`src/sv/vrt_pkg.sv`:
```
// Shared types and constants for the voxel ray traversal unit.
// No dependencies; used by every module of the block.
package vrt_pkg;

  // Default configuration
  localparam int GRID_SIZE_DEF     = 32;
  localparam int MATERIAL_BITS_DEF = 8;

  // Datapath widths
  localparam int NUM_W   = 60;  // divider dividend / sqrt radicand
  localparam int DEN_W   = 31;  // divider divisor
  localparam int ROOT_W  = 30;  // square root result
  localparam int TIME_W  = 57;  // traversal times, units of 2^-24
  localparam int CELL_W  = 14;  // signed cell coordinate
  localparam int DABS_W  = 31;  // normalized direction magnitude, Q1.30
  localparam int COORD_W = 24;  // Q12.12 coordinates
  localparam int DIR_W   = 16;  // Q2.14 direction

  localparam logic [TIME_W-1:0] TIME_INF = '1;

  // Face axis codes
  localparam logic [1:0] AXIS_X    = 2'd0;
  localparam logic [1:0] AXIS_Y    = 2'd1;
  localparam logic [1:0] AXIS_Z    = 2'd2;
  localparam logic [1:0] AXIS_NONE = 2'd3;

  // Request codes
  localparam logic REQ_WRITE = 1'b0;
  localparam logic REQ_RAY   = 1'b1;

  // Setup division being run for one axis
  typedef enum logic [1:0] {
    OP_DABS,
    OP_TNEXT,
    OP_TDELTA
  } div_op_t;

  // Control sequencer states
  typedef enum logic [3:0] {
    S_IDLE,
    S_SQ,
    S_SQRT_GO,
    S_SQRT_WAIT,
    S_DIV_GO,
    S_DIV_WAIT,
    S_WALK_RD,
    S_WALK_CHK,
    S_PNT,
    S_DONE
  } state_t;

  // Handshake between sequencer and an iterative arithmetic unit
  typedef struct packed {
    logic start;
  } unit_req_t;

  typedef struct packed {
    logic done;
    logic running;
  } unit_rsp_t;

endpackage

```
`src/sv/vrt_sqrt.sv`:
```
// Integer square root, two radicand bits per cycle.
// Depends on vrt_pkg for widths and the unit handshake structs.
module vrt_sqrt (
  input  logic                          clk,
  input  logic                          rst,
  input  vrt_pkg::unit_req_t            req,
  input  logic [vrt_pkg::NUM_W-1:0]     rad,
  output vrt_pkg::unit_rsp_t            rsp,
  output logic [vrt_pkg::ROOT_W-1:0]    root
);

  localparam int NW = vrt_pkg::NUM_W;
  localparam int RW = vrt_pkg::ROOT_W;
  localparam int CW = $clog2(RW + 1);

  logic [NW-1:0] v;
  logic [RW+2:0] rem;
  logic [RW+2:0] rem_sh;
  logic [RW+2:0] trial;
  logic [CW-1:0] cnt;
  logic          ge;

  // remainder never exceeds twice the root, so the top bits drop safely
  assign rem_sh = {rem[RW:0], v[NW-1:NW-2]};
  assign trial  = {1'b0, root, 2'b01};
  assign ge     = rem_sh >= trial;

  always_ff @(posedge clk) begin
    if (rst) begin
      rsp.running <= 1'b0;
      rsp.done    <= 1'b0;
      cnt         <= '0;
    end else begin
      rsp.done <= 1'b0;
      if (req.start) begin
        rsp.running <= 1'b1;
        cnt         <= CW'(RW);
      end else if (rsp.running) begin
        cnt <= cnt - 1'b1;
        if (cnt == CW'(1)) begin
          rsp.running <= 1'b0;
          rsp.done    <= 1'b1;
        end
      end
    end
  end

  always_ff @(posedge clk) begin
    if (req.start) begin
      v    <= rad;
      rem  <= '0;
      root <= '0;
    end else if (rsp.running) begin
      v    <= {v[NW-3:0], 2'b00};
      rem  <= ge ? rem_sh - trial : rem_sh;
      root <= {root[RW-2:0], ge};
    end
  end

endmodule

```
`config.mk`:
```
export PLATFORM = sky130hd
export DESIGN_NAME = vrt_sqrt
export DESIGN_NICKNAME = d
export VERILOG_FILES = /design/src/sv/vrt_pkg.sv /design/src/sv/vrt_sqrt.sv
export SDC_FILE = /design/constraint.sdc
export NUM_CORES = 1
export LEC_CHECK = 0
export BUFFER_PORTS_ARGS = -buffer_cell sky130_fd_sc_hd__buf_4
export CAP_MARGIN = 15
export CORE_MARGIN = 4
export CORE_UTILIZATION = 63
export DETAILED_ROUTE_END_ITERATION = 10
export PLACE_DENSITY = 0.86
export SYNTH_ARGS = -nofsm -noshare
export SYNTH_HDL_FRONTEND = slang
export SYNTH_SLANG_ARGS = --single-unit
```
`constraint.sdc`:
```
create_clock -name clk -period 5.25 [get_ports clk]
set_clock_uncertainty 0.2 [all_clocks]
set_input_delay 0 -clock clk [delete_from_list [all_inputs] [get_ports clk]]
set_output_delay 0 -clock clk [all_outputs]
set_load 0.02 [all_outputs]
```
# After elaboration in Yosys (flattened, before gate mapping)
# Cells that the tools add are included.
# W data, S select, Z words.
dict set report classes {
  add_sub_neg 2
  n_mul 0
  n_div 0
  n_lt_le_gt_ge 1
  eq_ne 1
  shift 0
  muxes 8
  bitwise 1
  reduce_logical 3
}
# op n
set ops {}
lappend ops {{$mux W60} 2}
lappend ops {{$ge A33 B32 Y1} 1}
lappend ops {{$mux W31} 1}
lappend ops {{$sub A31 B31 Y31} 1}
lappend ops {{$mux W5} 2}
lappend ops {{$eq A5 B1 Y1 const B} 1}
lappend ops {{$sub A5 B1 Y5 const B} 1}
lappend ops {{$reduce_or A3 Y1} 1}
lappend ops {{$mux W1} 2}
lappend ops {{$mux W2} 1}
lappend ops {{$reduce_bool A2 Y1} 1}
lappend ops {{$reduce_or A2 Y1} 1}
lappend ops {{$not A1 Y1} 1}
dict set report word_totals {
  reg_bits 128
  latchBits 0
  mem_bits_rw 0
  romBits 0
  elab_cells 23
  memories 0
}

# Logic depth before layout (Yosys ltp)
# Gate-level depths: netlist of the first run.
dict set report depth {
  word_depth 4
  depth_mapped 13
}

# Worst setup path before layout of the first run
# Ideal clock, no wire load.
dict set report synth_timing {
  path_kind {register to register}
  start {register root[15] in the netlist's numbering}
  end {register rem[16]}
  setup_ps 91
  arrival_ps 2871
  t_required_ps 4959
  setup_slack_ps 2088
  path_stages_with_launch 12
  path_buffers 1
  synth_period_minus_slack_ps 3162
  cell_sequence {dfxtp_1 > inv_1 > ha_1 > buf_2 > and3_1 > nand4_2 > or4_1 > o31a_1 > nand3_1 > o21ai_2 > or3_1 > a311oi_1}
}
dict set report synth_via {
  elab_chain_len 2
}
# item line
set synth_rtl {}
lappend synth_rtl {{from (decl)} vrt_sqrt.sv:9} ;# output logic [vrt_pkg::ROOT_W-1:0] root
lappend synth_rtl {{from (signal assigned)} vrt_sqrt.sv:56} ;# root <= {root[RW-2:0], ge};
lappend synth_rtl {{$ge A33 B32 Y1} vrt_sqrt.sv:26} ;# assign ge = rem_sh >= trial;
lappend synth_rtl {{$mux W31} vrt_sqrt.sv:55} ;# rem <= ge ? rem_sh - trial : rem_sh;
lappend synth_rtl {{to (signal assigned)} vrt_sqrt.sv:55}
lappend synth_rtl {{to (decl)} vrt_sqrt.sv:17} ;# logic [RW+2:0] rem;
# No other way between the ends.
# A chain may end at the register's enable or synchronous reset.

# Worst setup path after layout of the first run
dict set report layout_timing {
  start {register root[17] in the netlist's numbering}
  end {register rem[14]}
}
# Same word-level chain as after synthesis.

==> impl_metrics.tcl, run 1 <==
set metrics [dict create \
    setup_viol 0 \
    cp_cell_sequence "inv_1 -> ha_1 -> and2_1 -> a311oi_1 -> o21bai_1 -> a311oi_1 -> nand3_1 -> o21ai_2 -> buf_4 -> inv_2 -> mux2i_1 -> a211oi_1" \
    end_kind "flip-flop" \
    viasPerCell 6.668 \
    post-route-min-period_ps 4006 \
    hold_slack_ps 18.03 \
    vdd_ir_drop_max_mv 0.5307 \
    diodes 0 \
    cp_top_family "compound AO/OA/AOI/OAI gates" \
    synth_largest_area_cell "edfxtp_1" \
    status "complete, no violations" \
    synth_cell_types 58 \
    vias 6661 \
    clk_path_buf_depth 2 \
    antenna_found_initial 0 \
    cpMostUsedCell "a311oi_1" \
    fin_nets 943 \
    track_usage_pct 35.00 \
    p_leak_uw 0.003756 \
    routabilityCongestion 0.9204 \
    slew_violations 0 \
    path_class "flip-flop to flip-flop" \
    hold_path_class "input port to flip-flop" \
    htreeDepth 4 \
    synth.cell_area_um2 7018 \
    synth-edff-count 60 \
    core-area_um2 10890 \
    cap_violations 0 \
    ant_nets 0 \
    synthFlopType "dfxtp_1" \
    path_clk_slew_ps 70 \
    drtIter0Drc 1089 \
    fin_tns_setup_ps 0 \
    dieWidth_um 113.5 \
    area_growth_pct 29.35 \
    cp.arrival_ps 4280 \
    async_flop_share_pct 0 \
    grt_pass1_wl_mm 35.23 \
    firstDrtPassIters 6 \
    yosys_warnings 0 \
    cp-start-kind "flip-flop" \
    die_h_um 113.5 \
    cpMaxStageDelayCell "o21ai_2" \
    initial_utilization_pct 64.46 \
    ys_seq_area_share_pct 45.07 \
    drive_above_1_share_pct 23.86 \
    drc_errors 0 \
    overflow 0 \
    min_period_over_period_pct 76.31 \
    top_level_ports 95 \
    num_rows 38 \
    dpl.hpwl_mm 10.51 \
    cts_buffers 17 \
    fmax_mhz 249.6 \
    synth_most_common_cell "nor2_1" \
    ys_top_cells_by_area "edfxtp_1 26%, dfxtp_1 19%, mux2_2 9.8%" \
    placed_cell_area_um2 7797 \
    n_fill_cell 466 \
    wirelength_mm 23.05 \
    syn_nets 794 \
    final_cell_area_um2 9077 \
    cts_tree "built" \
    powerDensity_nw_per_um2 561.9 \
    tightest_slew_ps 878.1 \
    insertion_delay_ps 560 \
    post_drt_wl_per_cell_um 23.08 \
    ctsResizeCount 0 \
    cts_sinks 128 \
    worst_path_largest_cell_delay_ps 700 \
    ys_ff_latch 128 \
    die_area_um2 12890 \
    cp.required_ps 5520 \
    crit_buf_inv 3 \
    slew_headroom_pct 41.45 \
    cp_max_fo 22 \
    postSynthAreaPerCell_um2 10.07 \
    hold_violations 0 \
    post-cts-setup-buffer-count 0 \
    synth_commonest_cells "83 x nor2_1, 68 x dfxtp_1, 61 x mux2_2" \
    grt_max_degree 64 \
    syn_inst 697 \
    cts_root_buf "clkbuf_8" \
    io_buffers 94 \
    rsz0062_at_grt "false" \
    synth_top_area_share_pct 25.67 \
    grt_pass1_vias 6576 \
]
placed cells by master, fill, tap and decap left out, types with 10 or more instances in the layout:
master          n
inv_1          42
o21ai_0        24
a21oi_1        37
edfxtp_1       60
a211oi_1       18
nand2_1        41
a311oi_1       10
clkbuf_16      18
buf_4          98
mux2_2         61
dlygate4sd3_1  64
mux2i_1        42
xor2_1         12
ha_1           34
a21o_1         11
nor2_1         83
nand3_1        11
dfxtp_1        67
nor3_1         12
xnor2_1        12
final cells by class:
type,instances,area (um^2),area share [%]
Multi-Input combinational cell,492,3555,39.16
Clock buffer,20,478.0,5.265
Timing Repair Buffer,163,1396,15.38
Sequential cell,128,3167,34.89
Tap cell,140,175.2,1.930
Inverter,44,165.2,1.819
Clock inverter,12,141.4,1.558
path summary, 6_finish.rpt:
kind / slack, ps / to / cells after the start / from
worst max-delay path: 1240 / rem[14]$_SDFFE_PP0P_ / 12 / root[17]$_SDFFE_PP0P_
worst min-delay path: 20 / cnt[2]$_SDFFE_PP0P_ / 3 / rst
worst max register to register: 1240 / rem[14]$_SDFFE_PP0P_ / 12 / root[17]$_SDFFE_PP0P_
worst min register to register: 290 / rem[23]$_SDFFE_PP0P_ / 2 / rem[23]$_SDFFE_PP0P_
power by group:
group | leakage, uW | switching [uW] | internal (uW) | total, uW
Clock | 0.000301 | 519 | 756 | 1270
Combinational | 0.00229 | 1510 | 1020 | 2520
Sequential | 0.00116 | 113 | 1190 | 1300
per-layer routing:
metal  track usage [%]  vias to the layer above  routed length (um)
met1             42.41                     3079                8196
li1                  -                     2815                   -
met2             55.95                      597               10720
met4             18.43                        0                1483
met5                 0                        -                   0
met3             10.98                      170                2656
cell families after synthesis:
family	share of synthesized area, %
DFF	45.07
buffers and inverters	4.279
adders and majority gates	6.062
muxes	15.78
and+or+nand+nor	13.21
AOI/OAI and AO/OA	12.61
xor gates and xnor gates	2.995
flip-flops by register name, indices dropped and copies added, names as in the netlist:
name	flops
cnt	5
rem	31
root	30
rsp	2
v	60
tightest hold or removal path, cell delays in order:
cell and delay [ps]:
dlygate4sd3_1 530, buf_4 150, nor2_1 50
repair_timing:
action	CTS	global route
hold buffers	64	0
setup endpoints to repair	0	0
hold endpoints to repair	70	0
through the flow:
stage | power, uW | std cells | setup WS (ps) | utilization (%)
after global placement | 3463 | 902 | 1536 | 71.62
after global routing | 5317 | 999 | 1009 | 83.37
after CTS | 4832 | 998 | 1358 | 83.19
after detailed placement | 3533 | 902 | 1386 | 71.62
final | 5100 | 999 | 1244 | 83.37
after floorplan | 3088 | 697 | 2088 | -
Note: power is estimated with default switching activity, not from simulation.
==> run 2: changes to the inputs <==
- CORE_UTILIZATION: 63 -> 58
- PLACE_DENSITY: 0.86 -> 0.8
- clock period: 5.25 -> 3.8 ns (I/O delays scaled with it)
==> impl_metrics.tcl, run 2 (synthesis results as in run 1) <==
set metrics [dict create \
    status "complete, no violations" \
    post_drt_wl_per_cell_um 18.48 \
    path_class "flip-flop to flip-flop" \
    n_fill_cell 688 \
    fin_tns_setup_ps 0 \
    overflow 0 \
    fin_nets 943 \
    insertion_delay_ps 420 \
    cts_sinks 128 \
    core-area_um2 11610 \
    cp-start-kind "flip-flop" \
    antenna_found_initial 0 \
    multi_input_area_um2 3557 \
    final_cell_mix "99 x buf_4, 83 x nor2_1, 67 x dfxtp_1, 63 x dlygate4sd3_1, 61 x mux2_2" \
    internal_power_uw 4131 \
    fmax_mhz 283.4 \
    r2r-start "root[15]$_SDFFE_PP0P_" \
    p_comb_share_pct 48.2 \
    initial_utilization_pct 60.43 \
    post-cts-setup-buffer-count 0 \
    cts_tree "built" \
    ant_nets 0 \
    rsz0062_at_grt "false" \
    powerDensity_nw_per_um2 742.8 \
    utilization_pct 78.02 \
    vias 5834 \
    track_usage_pct 26.83 \
    cp.arrival_ps 3640 \
    io_buffers 94 \
    fin_cells 1000 \
    cap_violations 0 \
    reg2reg_depth 12 \
    hold_path_class "input port to flip-flop" \
    tightest_slew_ps 717.9 \
    largest_register "v" \
    placed_cell_area_um2 7829 \
    p_clk_share_pct 25.3 \
    slew_violations 0 \
    p_switching_uw 2600 \
    power_frac_seq_pct 26.5 \
    hold_violations 0 \
    htreeDepth 4 \
    firstDrtPassIters 5 \
    grt_pass1_vias 5878 \
    largest_reg_flops 60 \
    routabilityCongestion 0.9133 \
    wirelength_mm 18.48 \
    min_period_over_period_pct 92.87 \
    die_area_um2 13920 \
    drtIter0Drc 425 \
    swShare_pct 38.63 \
    area_growth_pct 29.11 \
    p_total_uw 6731 \
    dp_cells 907 \
    post-route-min-period_ps 3529 \
    dpl.hpwl_mm 10.50 \
    cp_cell_sequence "inv_1 -> ha_1 -> and3_1 -> nand4_2 -> or4_1 -> o31a_1 -> nand3_1 -> o21ai_2 -> buf_4 -> inv_2 -> o21ai_0 -> a311oi_1" \
    p_leak_uw 0.003740 \
    cts_root_buf "clkbuf_16" \
    setup_viol 0 \
    diodes 0 \
    cp_max_fo 19 \
    slew_headroom_pct 51.97 \
    worst_path_largest_cell_delay_ps 550 \
    final_cell_area_um2 9061 \
    dieWidth_um 118 \
    cpMaxStageDelayCell "or4_1" \
    clk_path_buf_depth 2 \
    vdd_ir_drop_max_mv 0.5579 \
    hp-start "req" \
    min_path_cells 2 \
    grt_max_degree 47 \
    drc_errors 0 \
    cp.required_ps 3910 \
    end_kind "flip-flop" \
    cts_buffers 17 \
    startpoint "root[15]$_SDFFE_PP0P_" \
    seq_area_um2 3167 \
    viasPerCell 5.834 \
    path_clk_slew_ps 60 \
    grt_pass1_wl_mm 30.03 \
    final_common_cell "buf_4" \
    top_level_ports 95 \
    num_rows 39 \
    drive_above_1_share_pct 23.69 \
    reg_top3 "v (60), rem (31), root (30)" \
    die_h_um 118 \
]
run 2: cell count changes in the layout (fill, tap and decap cells not counted), sizes merged:
cell / before / now
inv: 50 / 44
bufinv: 2 / 4
clkinv: 2 / 4
buf: 99 / 100
clkbuf: 20 / 19
clkinvlp: 2 / 3
dlygate4sd3: 64 / 63
run 2: power by group through the flow:
stage	Sequential, uW	Clock (uW)	Combinational, uW
floorplan	1750	0	2510
global placement	1790	0	3020
detailed placement	1800	0	3080
CTS	1770	1690	3160
global route	1800	1780	3550
finish	1780	1700	3240
run 2: cell type report:
cell class | instances | share of cell area [%]
clock inverter | 11 | 1.837
sequential | 128 | 34.95
timing repair buffer | 163 | 15.38
clock buffer | 19 | 4.778
inverter | 44 | 1.823
multi-input combinational | 492 | 39.26
tap | 143 | 1.975
run 2: per-stage QoR:
stage          hold slack, ps  setup slack, ps
2_1_floorplan          -127.6            638.0
3_3_place_gp            10.47            466.8
3_5_place_dp            13.84            377.2
4_1_cts                 1.479            363.5
5_1_grt                 26.03            95.60
6_report                22.87            271.0
run 2: final timing paths:
kind                                to  slack [ps]
hold reg to reg   rem[23]$_SDFFE_PP0P_         270
hold / removal         v[22]$_DFFE_PP_          20
setup / recovery  rem[18]$_SDFFE_PP0P_         270
setup reg to reg  rem[18]$_SDFFE_PP0P_         270
run 2: routing by layer:
metal / routed length (um) / track usage, %
met1: 7784 / 33.62
met2: 9121 / 45.27
met3: 1119 / 6.583
met4: 457 / 9.231
met5: 0 / 0
run 2: worst max-delay path: cells and delay by family (launching register included):
family / cells / cell delay (ps)
AND/OR/NAND/NOR: 4 / 990
AO/OA/AOI/OAI: 4 / 900
buffers and inverters: 3 / 500
adder cells (fa/ha/maj): 1 / 450
flip-flops: 1 / 380
run 2: what timing repair did:
action	4_1_cts	5_1_grt
setup endpoints to repair	0	1
hold buffers	63	0
hold endpoints to repair	67	0
resized for setup	0	1
