==> config.mk <==
export PLATFORM = sky130hd
export DESIGN_NAME = vrt_div
export DESIGN_NICKNAME = d
export VERILOG_FILES = /design/src/sv/vrt_pkg.sv /design/src/sv/vrt_div.sv
export SDC_FILE = /design/constraint.sdc
export NUM_CORES = 1
export LEC_CHECK = 0
export BUFFER_PORTS_ARGS = -buffer_cell sky130_fd_sc_hd__buf_4
export CAP_MARGIN = 20
export CORE_AREA = 2 2 148 135
export CTS_CLUSTER_DIAMETER = 30
export DETAILED_ROUTE_END_ITERATION = 10
export DIE_AREA = 0 0 150 137
export GPL_TIMING_DRIVEN = 0
export MAX_ROUTING_LAYER = met4
export PLACE_DENSITY = 0.71
export SYNTH_ARGS = -nofsm -noshare
export SYNTH_HDL_FRONTEND = slang
export SYNTH_SLANG_ARGS = --single-unit
==> constraint.sdc <==
create_clock -name clk -period 3.63 [get_ports clk]
set_input_delay 0.5445 -clock clk [delete_from_list [all_inputs] [get_ports clk]]
set_output_delay 0.5445 -clock clk [all_outputs]
set_load 0.005 [all_outputs]
==> src/sv/vrt_pkg.sv <==
// Shared types and constants for the voxel ray traversal unit.
// No dependencies; used by every module of the block.
package vrt_pkg;

  // Default configuration
  localparam int GRID_SIZE_DEF     = 32;
  localparam int MATERIAL_BITS_DEF = 8;

  // Datapath widths
  localparam int NUM_W   = 60;  // divider dividend / sqrt radicand
  localparam int DEN_W   = 31;  // divider divisor
  localparam int ROOT_W  = 30;  // square root result
  localparam int TIME_W  = 57;  // traversal times, units of 2^-24
  localparam int CELL_W  = 14;  // signed cell coordinate
  localparam int DABS_W  = 31;  // normalized direction magnitude, Q1.30
  localparam int COORD_W = 24;  // Q12.12 coordinates
  localparam int DIR_W   = 16;  // Q2.14 direction

  localparam logic [TIME_W-1:0] TIME_INF = '1;

  // Face axis codes
  localparam logic [1:0] AXIS_X    = 2'd0;
  localparam logic [1:0] AXIS_Y    = 2'd1;
  localparam logic [1:0] AXIS_Z    = 2'd2;
  localparam logic [1:0] AXIS_NONE = 2'd3;

  // Request codes
  localparam logic REQ_WRITE = 1'b0;
  localparam logic REQ_RAY   = 1'b1;

  // Setup division being run for one axis
  typedef enum logic [1:0] {
    OP_DABS,
    OP_TNEXT,
    OP_TDELTA
  } div_op_t;

  // Control sequencer states
  typedef enum logic [3:0] {
    S_IDLE,
    S_SQ,
    S_SQRT_GO,
    S_SQRT_WAIT,
    S_DIV_GO,
    S_DIV_WAIT,
    S_WALK_RD,
    S_WALK_CHK,
    S_PNT,
    S_DONE
  } state_t;

  // Handshake between sequencer and an iterative arithmetic unit
  typedef struct packed {
    logic start;
  } unit_req_t;

  typedef struct packed {
    logic done;
    logic running;
  } unit_rsp_t;

endpackage

==> src/sv/vrt_div.sv <==
// Restoring divider, one quotient bit per cycle.
// Depends on vrt_pkg for widths and the unit handshake structs.
module vrt_div (
  input  logic                          clk,
  input  logic                          rst,
  input  vrt_pkg::unit_req_t            req,
  input  logic [vrt_pkg::NUM_W-1:0]     num,
  input  logic [vrt_pkg::DEN_W-1:0]     den,
  output vrt_pkg::unit_rsp_t            rsp,
  output logic [vrt_pkg::NUM_W-1:0]     quot
);

  localparam int NW = vrt_pkg::NUM_W;
  localparam int DW = vrt_pkg::DEN_W;
  localparam int CW = $clog2(NW + 1);

  logic [DW:0]     rem;
  logic [DW:0]     rem_sh;
  logic [DW-1:0]   den_r;
  logic [CW-1:0]   cnt;
  logic            ge;

  assign rem_sh = {rem[DW-1:0], quot[NW-1]};
  assign ge     = rem_sh >= {1'b0, den_r};

  // Control
  always_ff @(posedge clk) begin
    if (rst) begin
      rsp.running <= 1'b0;
      rsp.done    <= 1'b0;
      cnt         <= '0;
    end else begin
      rsp.done <= 1'b0;
      if (req.start) begin
        rsp.running <= 1'b1;
        cnt         <= CW'(NW);
      end else if (rsp.running) begin
        cnt <= cnt - 1'b1;
        if (cnt == CW'(1)) begin
          rsp.running <= 1'b0;
          rsp.done    <= 1'b1;
        end
      end
    end
  end

  // Shift-subtract datapath; quotient shifts in where the dividend leaves
  always_ff @(posedge clk) begin
    if (req.start) begin
      quot  <= num;
      den_r <= den;
      rem   <= '0;
    end else if (rsp.running) begin
      rem  <= ge ? rem_sh - {1'b0, den_r} : rem_sh;
      quot <= {quot[NW-2:0], ge};
    end
  end

endmodule

---- After elaboration in Yosys (flattened, before gate mapping) ----
Cells that the tools add are included.
word-level totals
  bits in registers ....................... 130
  latch bits .............................. 0
  memory bits (writable) .................. 0
  bits in read-only memories .............. 0
  output and inout bits ................... 62
  memories kept ........................... 0
cells by class
  add/sub/neg operators ................... 2
  multipliers ............................. 0
  divide/modulo/power cells ............... 0
  magnitude comparators ................... 1
  eq/ne operators ......................... 1
  shift operators ......................... 0
  multiplexer cells ....................... 8
  bitwise logic cells ..................... 1
  reduce and logical (&&, ||, !) cells .... 3
operators with widths
  operator                                                               number
  60-bit 2-to-1 mux                                                      2
  32-bit by 31-bit greater-or-equal comparator with 1-bit output         1
  31-bit 2-to-1 mux                                                      1
  31-bit subtractor                                                      1
  6-bit 2-to-1 mux                                                       2
  6-bit by 1-bit equality test with 1-bit output, second input constant  1
  6-bit by 1-bit subtractor with 6-bit output, second input constant     1
  3-bit OR reduction                                                     1
  1-bit 2-to-1 mux                                                       2
  2-bit 2-to-1 mux                                                       1
  2-bit nonzero test                                                     1
  2-bit OR reduction                                                     1
  1-bit inverter                                                         1

---- Longest topological paths before layout ----
Gate-level depths: netlist of the first run.
  depth after elaboration ................. 4
  mapped depth ............................ 13

---- Least setup slack after synthesis of the first run ----
No wires, ideal clock.
  path type ............................... register to register
  from .................................... register quot[59] (netlist name)
  to ...................................... register rem[21]
  data arrival time ....................... 2.859 ns
  required time ........................... 3.542 ns
  setup slack ............................. 0.682 ns
  cell stages (with the launch flop) ...... 12
  path buffers ............................ 0
  cells stage by stage .................... edfxtp_1 inv_1 ha_1 fa_1 and2b_4 o2111ai_4 a311oi_4 nor4_2 o2111ai_4 nand2_2 or3b_1 a311oi_2
between the ends
  word-level cells in the longest chain between the ends .. 2
ends and longest elaborated chain
  element                                                                                                     RTL line                      RTL
  start, declared                                                                                             vrt_div.sv:10                 output logic [vrt_pkg::NUM_W-1:0] quot
  start signal, assigned                                                                                      vrt_div.sv:50                 quot <= num;
  start signal, assigned                                                                                      vrt_div.sv:55                 quot <= {quot[NW-2:0], ge};
  31-bit subtractor / 32-bit by 31-bit greater-or-equal comparator with 1-bit output (equally long branches)  vrt_div.sv:54, vrt_div.sv:24
  31-bit 2-to-1 mux (*)                                                                                       vrt_div.sv:54                 rem <= ge ? rem_sh - {1'b0, den_r} : rem_sh;
  end signal, assigned                                                                                        vrt_div.sv:54
  end, declared                                                                                               vrt_div.sv:17                 logic [DW:0] rem;
Mark *: on every way between the ends. The rest lies on a longest branch, timed or not.
A chain may end at the register's enable or synchronous reset.

---- Worst setup path in the final report of the first run ----
  from .................................... register quot[59] (netlist name)
  to ...................................... register rem[12]
The elaborated chain is that of the path after synthesis.

==> flow_summary.yaml, run 1 <==
sta:
  final_hold_viol_count: 0
  slew_headroom: 0.543
  tns_ns: 0
  worst_slew_pin_slew_ns: 0.685
  skew_ns: 0.0119
  drv_slew: 0
  min_period_ns: 3.37
  rsz0062_at_grt: "false"
  timing.fmax_mhz: 296
  layout_setup_ws_ns: 0.256
  finalCritPeriodShare: 0.929
  whs_ns: 0.294
  setup_viol: 0
yosys:
  ys.flop_type: "edfxtp_1"
  async_flop_share: 0
  syn_area_mm2: 0.00712
  yosys_register_bits: 130
  synth_edf_count: 91
  yosys_warnings: 0
  synthDistinctLibCells: 63
  syn_inst: 660
  syn-num-nets: 788
  syn_avg_cell_area_um2: 10.8
  yosysSeqAreaShare: 0.493
clocking:
  cts_tree: "yes"
  post-cts-setup-buffers: 0
  cts_sinks: 130
  path_clk_slew_ns: 0.06
  insertion_delay_ns: 0.42
  post_cts_resized: 0
  cts_max_path_buffers: 2
  cts_buffers: 17
  holdBufCountCts: 0
  cts_max_level: 4
  cts_root_buffer: "clkbuf_16"
die:
  start_util: 0.375
  die_h_um: 137
  die-area_mm2: 0.0206
  die_w_um: 150
  core.rowCount: 48
  io_pins: 156
  core_area_mm2: 0.0190
finish:
  mostFrequentLayoutCell: "buf_4"
  utilization: 0.485
  layoutNonFillerInstCount: 1097
  nNetsFinal: 962
  mostFrequentLayoutCells: "155 x buf_4, 91 x edfxtp_1, 65 x nand2_1"
  stdcell_area_mm2: 0.00921
  layout-drive-gt1-share: 0.313
  fillers: 1773
  areaGrowthSynthToFinish_pct: 29.3
  n_antenna_cell: 0
power_and_ir_drop:
  switchingPower_mw: 1.23
  fin_total_pwr_mw: 4.41
  swShare: 0.279
  combPwrFrac: 0.190
  leakage_nw: 3.86
  power.density_mw_per_mm2: 479
  vdd_drop_max_mv: 0.283
  clkPwrFrac: 0.398
  p_int_mw: 3.18
  seq_power_share: 0.413
setup_path:
  reg2reg_from: "quot[59]$_DFFE_PP_"
  end_kind: "flip-flop"
  cp.required_ns: 3.95
  reg2reg_depth: 12
  timing.rr.end: "rem[12]$_SDFFE_PP0P_"
  critPathLaunchType: "flip-flop"
  ff2ff_setup_slack_ns: 0.26
  cp.arrival_ns: 3.69
  timing_worst_setup_path_type: "flip-flop to flip-flop"
  path_max_fanout: 10
placement:
  pre_cts_ws_ns: 0.252
  dp.final_hpwl_um: 14100
  placedInstanceArea_mm2: 0.00861
  dp_cells: 1065
  gp_congestion: 0.904
  port_buffers: 154
hold_path:
  holdPathStages: 1
  min_path_type: "primary input to flip-flop"
  worstHoldStart: "den[5]"
  hold_end: "den_r[5]$_DFFE_PP_"
route:
  drtIter0Drc: 332
  drc: 0
  vias_per_cell: 5.20
  antenna_left: 0
  dr_total_vias: 5706
  wl_per_cell_um: 17.3
  firstDrtPassIters: 4
  wl_um: 19000
grt:
  first_global_vias: 5835
  grt_max_degree: 37
  grt_pass1_wl_um: 29800
  overflow: 0
  antenna_found_initial: 0
  track_usage: 0.196
run:
  cap_viol_max_count: 0
run_status:
  status: "finished clean"
per-layer routing:
layer | part of all wire | GRT usage | wire (um) | vias up
li1 | - | - | - | 2817
met1 | 0.44 | 0.239 | 8440 | 2668
met2 | 0.47 | 0.315 | 8900 | 196
met3 | 0.069 | 0.0547 | 1320 | 25
met4 | 0.018 | 0.0634 | 333 | 0
met5 | 0 | - | 0 | -
registers in the layout, summed over array words and instances, names as in the netlist:
name   cells
cnt        6
den_r     31
rsp        2
rem       31
quot      60
cell families (layout without fill, tap and decap cells):
kind of cell	count (synthesis)	after routing	share of synthesized area
muxes	62	62	0.0976
and+or+nand+nor	186	186	0.120
buffers and inverters	73	260	0.0416
AOI/OAI and AO/OA	155	155	0.163
DFF	130	130	0.493
adders and majority gates	34	34	0.0608
xor gates and xnor gates	20	20	0.0246
cells in the mapped netlist, types with 3 or more instances:
master	instances	area, um^2
a211oi_1	3	22.5
a21o_1	19	143
or3_1	7	43.8
a32oi_1	4	35.0
nor3_1	11	55.1
ha_1	33	413
nand2_1	65	244
nor2_1	56	210
inv_1	39	146
dfxtp_1	39	781
clkbuf_1	28	105
nor4_1	3	18.8
o21ai_1	9	45.0
and3_1	3	18.8
mux2_2	60	676
xor2_1	9	78.8
xnor2_1	11	96.3
a21oi_1	32	160
o211ai_1	10	75.1
nand4_1	11	68.8
buf_2	3	15.0
nand3_1	13	65.1
o21ai_0	16	80.1
o21a_1	10	75.1
a311oi_1	22	193
edfxtp_1	91	2730
critical path, stage by stage (launching register included):
cell       delay (ns)
edfxtp_1         0.38
inv_1            0.06
ha_1             0.22
fa_1             0.42
and2b_4          0.29
o2111ai_4        0.13
a311oi_4         0.46
nor4_2           0.14
o2111a_1         0.32
nor2_1           0.19
buf_2            0.30
nand2_1          0.09
a311oi_1         0.26
power groups by stage:
stage          clock [mW]  combinational, mW  sequential (mW)
2_1_floorplan           0              0.505             1.84
3_3_place_gp            0              0.817             1.85
4_1_cts              1.79              0.837             1.82
5_1_grt              1.85              0.922             1.84
6_report             1.75              0.837             1.82
3_5_place_dp            0              0.834             1.85
how the worst max path moves through the flow:
stage | start | end | slack, ns | depth (start not counted)
after global placement | req | quot[13]$_DFFE_PP_ | -0.80 | 5
after CTS | quot[59]$_DFFE_PP_ | rem[18]$_SDFFE_PP0P_ | 0.26 | 12
final | quot[59]$_DFFE_PP_ | rem[12]$_SDFFE_PP0P_ | 0.26 | 12
after floorplan | quot[59]$_DFFE_PP_ | rem[21]$_SDFFE_PP0P_ | 0.68 | 11
after global routing | quot[59]$_DFFE_PP_ | rem[18]$_SDFFE_PP0P_ | 0.005 | 12
after detailed placement | req | quot[13]$_DFFE_PP_ | 0.25 | 6
layout make-up:
| type | instances | area (um^2) | area share |
|---|---|---|---|
| repair buffers | 155 | 1180 | 0.128 |
| well taps | 250 | 313 | 0.0340 |
| multi-input cells | 457 | 3310 | 0.360 |
| clock inverters | 15 | 171 | 0.0186 |
| inverters | 39 | 146 | 0.0159 |
| flip-flops and latches | 130 | 3510 | 0.381 |
| plain buffers | 34 | 150 | 0.0163 |
| clock buffers | 17 | 425 | 0.0462 |
(Power assumes the default switching activity.)
==> run 2, diff against run 1 <==
--- a/config.mk
+++ b/config.mk
@@ -8,6 +8,7 @@
 export BUFFER_PORTS_ARGS = -buffer_cell sky130_fd_sc_hd__buf_4
 export CAP_MARGIN = 20
 export CORE_AREA = 2 2 148 135
+export CTS_BUF_LIST = sky130_fd_sc_hd__clkbuf_4 sky130_fd_sc_hd__clkbuf_8
 export CTS_CLUSTER_DIAMETER = 30
 export DETAILED_ROUTE_END_ITERATION = 10
 export DIE_AREA = 0 0 150 137
==> run 2 against run 1 <==
  * Critical path depth unchanged
  * Non-clock buffer count is the same
  * Count of clock-buffer cells in the layout unchanged
  * Worst setup slack got worse by 0.0068 ns
  * Die area is the same
  * Register-to-register slack is essentially flat
  * Sequential cell count unchanged
  * Cell area decreased by 2.1%
  * First-iteration DRC count down 1.5%
  * Critical path type unchanged
  * Highest routed layer unchanged
==> flow_summary.yaml, run 2 (synthesized netlist as in run 1, its figures left out) <==
run_status:
  status: "finished clean"
finish:
  nNetsFinal: 962
  fillers: 1788
  top_register: "quot"
  utilization: 0.475
  stdcell_area_mm2: 0.00902
  areaGrowthSynthToFinish_pct: 26.6
  mostFrequentLayoutCell: "buf_4"
  layoutNonFillerInstCount: 1097
  n_antenna_cell: 0
  layout-drive-gt1-share: 0.313
  largest_register_ffs: 60
  largestRegisters: "quot (60), den_r (31), rem (31)"
  mostFrequentLayoutCells: "155 x buf_4, 91 x edfxtp_1, 65 x nand2_1"
grt:
  track_usage: 0.195
  antenna_found_initial: 0
  first_global_vias: 5810
  overflow: 0
  grt_max_degree: 37
  grt_pass1_wl_um: 29600
sta:
  finalCritPeriodShare: 0.931
  min_period_ns: 3.38
  timing.fmax_mhz: 296
  skew_ns: 0.0180
  rsz0062_at_grt: "false"
  setup_viol: 0
  slew_headroom: 0.549
  drv_slew: 0
  final_hold_viol_count: 0
  worst_slew_pin_slew_ns: 0.677
power_and_ir_drop:
  combPwrFrac: 0.212
  leakage_nw: 3.77
  seq_power_share: 0.460
  power.density_mw_per_mm2: 438
  clkPwrFrac: 0.328
  swShare: 0.298
  vdd_drop_max_mv: 0.270
  p_int_mw: 2.78
  switchingPower_mw: 1.18
route:
  drc: 0
  vias_per_cell: 5.24
  drtIter0Drc: 327
  firstDrtPassIters: 4
  dr_total_vias: 5747
  wl_um: 19000
  wl_per_cell_um: 17.3
  antenna_left: 0
die:
  start_util: 0.375
  die_w_um: 150
  die-area_mm2: 0.0206
  io_pins: 156
  core_area_mm2: 0.0190
  core.rowCount: 48
  die_h_um: 137
placement:
  placedInstanceArea_mm2: 0.00861
  dp_cells: 1065
  gp_congestion: 0.904
  port_buffers: 154
  dp.final_hpwl_um: 14100
setup_path:
  timing_worst_setup_path_type: "flip-flop to flip-flop"
  cp.required_ns: 3.99
  path_max_fanout: 10
  cp.arrival_ns: 3.74
  critPathLaunchType: "flip-flop"
  end_kind: "flip-flop"
clocking:
  holdBufCountCts: 0
  cts_root_buffer: "clkbuf_8"
  insertion_delay_ns: 0.46
  cts_sinks: 130
  cts_buffers: 17
  cts_max_level: 4
  path_clk_slew_ns: 0.09
  post-cts-setup-buffers: 0
  post_cts_resized: 0
  cts_tree: "yes"
  cts_max_path_buffers: 2
run:
  cap_viol_max_count: 0
hold_path:
  min_path_type: "primary input to flip-flop"
-- run 2: cell counts in the layout (fill, tap and decap cells not counted) --
Identical to the previous run, type by type.
-- run 2: final cells by class --
class / instances / area (um^2) / area share
sequential: 130 / 3510 / 0.390
multi-input combinational: 457 / 3310 / 0.368
timing repair buffer: 155 / 1180 / 0.130
tap: 250 / 313 / 0.0347
clock buffer: 17 / 234 / 0.0259
clock inverter: 15 / 171 / 0.0190
buffer: 34 / 150 / 0.0166
inverter: 39 / 146 / 0.0162
-- run 2: worst max-delay path, stage by stage, from the launching register on --
cell,delay [ns]
edfxtp_1,0.39
inv_1,0.06
ha_1,0.23
fa_1,0.42
and2b_4,0.29
o2111ai_4,0.13
a311oi_4,0.46
nor4_2,0.14
o2111a_1,0.32
nor2_1,0.19
buf_2,0.29
nand2_1,0.09
a311oi_1,0.26
-- run 2: power groups by stage --
stage | logic, mW | clock network [mW] | registers [mW]
floorplan | 0.505 | 0 | 1.84
global placement | 0.817 | 0 | 1.85
detailed placement | 0.834 | 0 | 1.85
CTS | 0.837 | 1.34 | 1.82
global route | 0.922 | 1.39 | 1.84
finish | 0.837 | 1.30 | 1.82
-- run 2: path summary, 6_finish.rpt --
check                                     startpoint                   end  slack, ns  depth (start not counted)
worst max-delay path              quot[59]$_DFFE_PP_  rem[12]$_SDFFE_PP0P_       0.25                         12
worst min-delay path                          den[5]    den_r[5]$_DFFE_PP_       0.25                          1
worst max register to register    quot[59]$_DFFE_PP_  rem[12]$_SDFFE_PP0P_       0.25                         12
worst min register to register  rem[10]$_SDFFE_PP0P_  rem[11]$_SDFFE_PP0P_       0.49                          2
-- run 2: routing by layer --
layer / part of all wire / vias to the layer above / GRT usage
li1: - / 2816 / -
met1: 0.45 / 2694 / 0.239
met2: 0.46 / 216 / 0.312
met3: 0.071 / 21 / 0.0547
met4: 0.017 / 0 / 0.0618
met5: 0 / - / -
-- run 2: metrics by stage --
stage                     total power [mW]  hold slack (ns)  TNS [ns]  setup slack [ns]
after floorplan                       2.34            0.458         0             0.682
after global placement                2.67            0.480    -47.69            -0.798
after detailed placement              2.68            0.488         0             0.252
after CTS                             3.99            0.225         0             0.248
after global routing                  4.15            0.227         0           0.00195
final                                 3.95            0.252         0             0.250
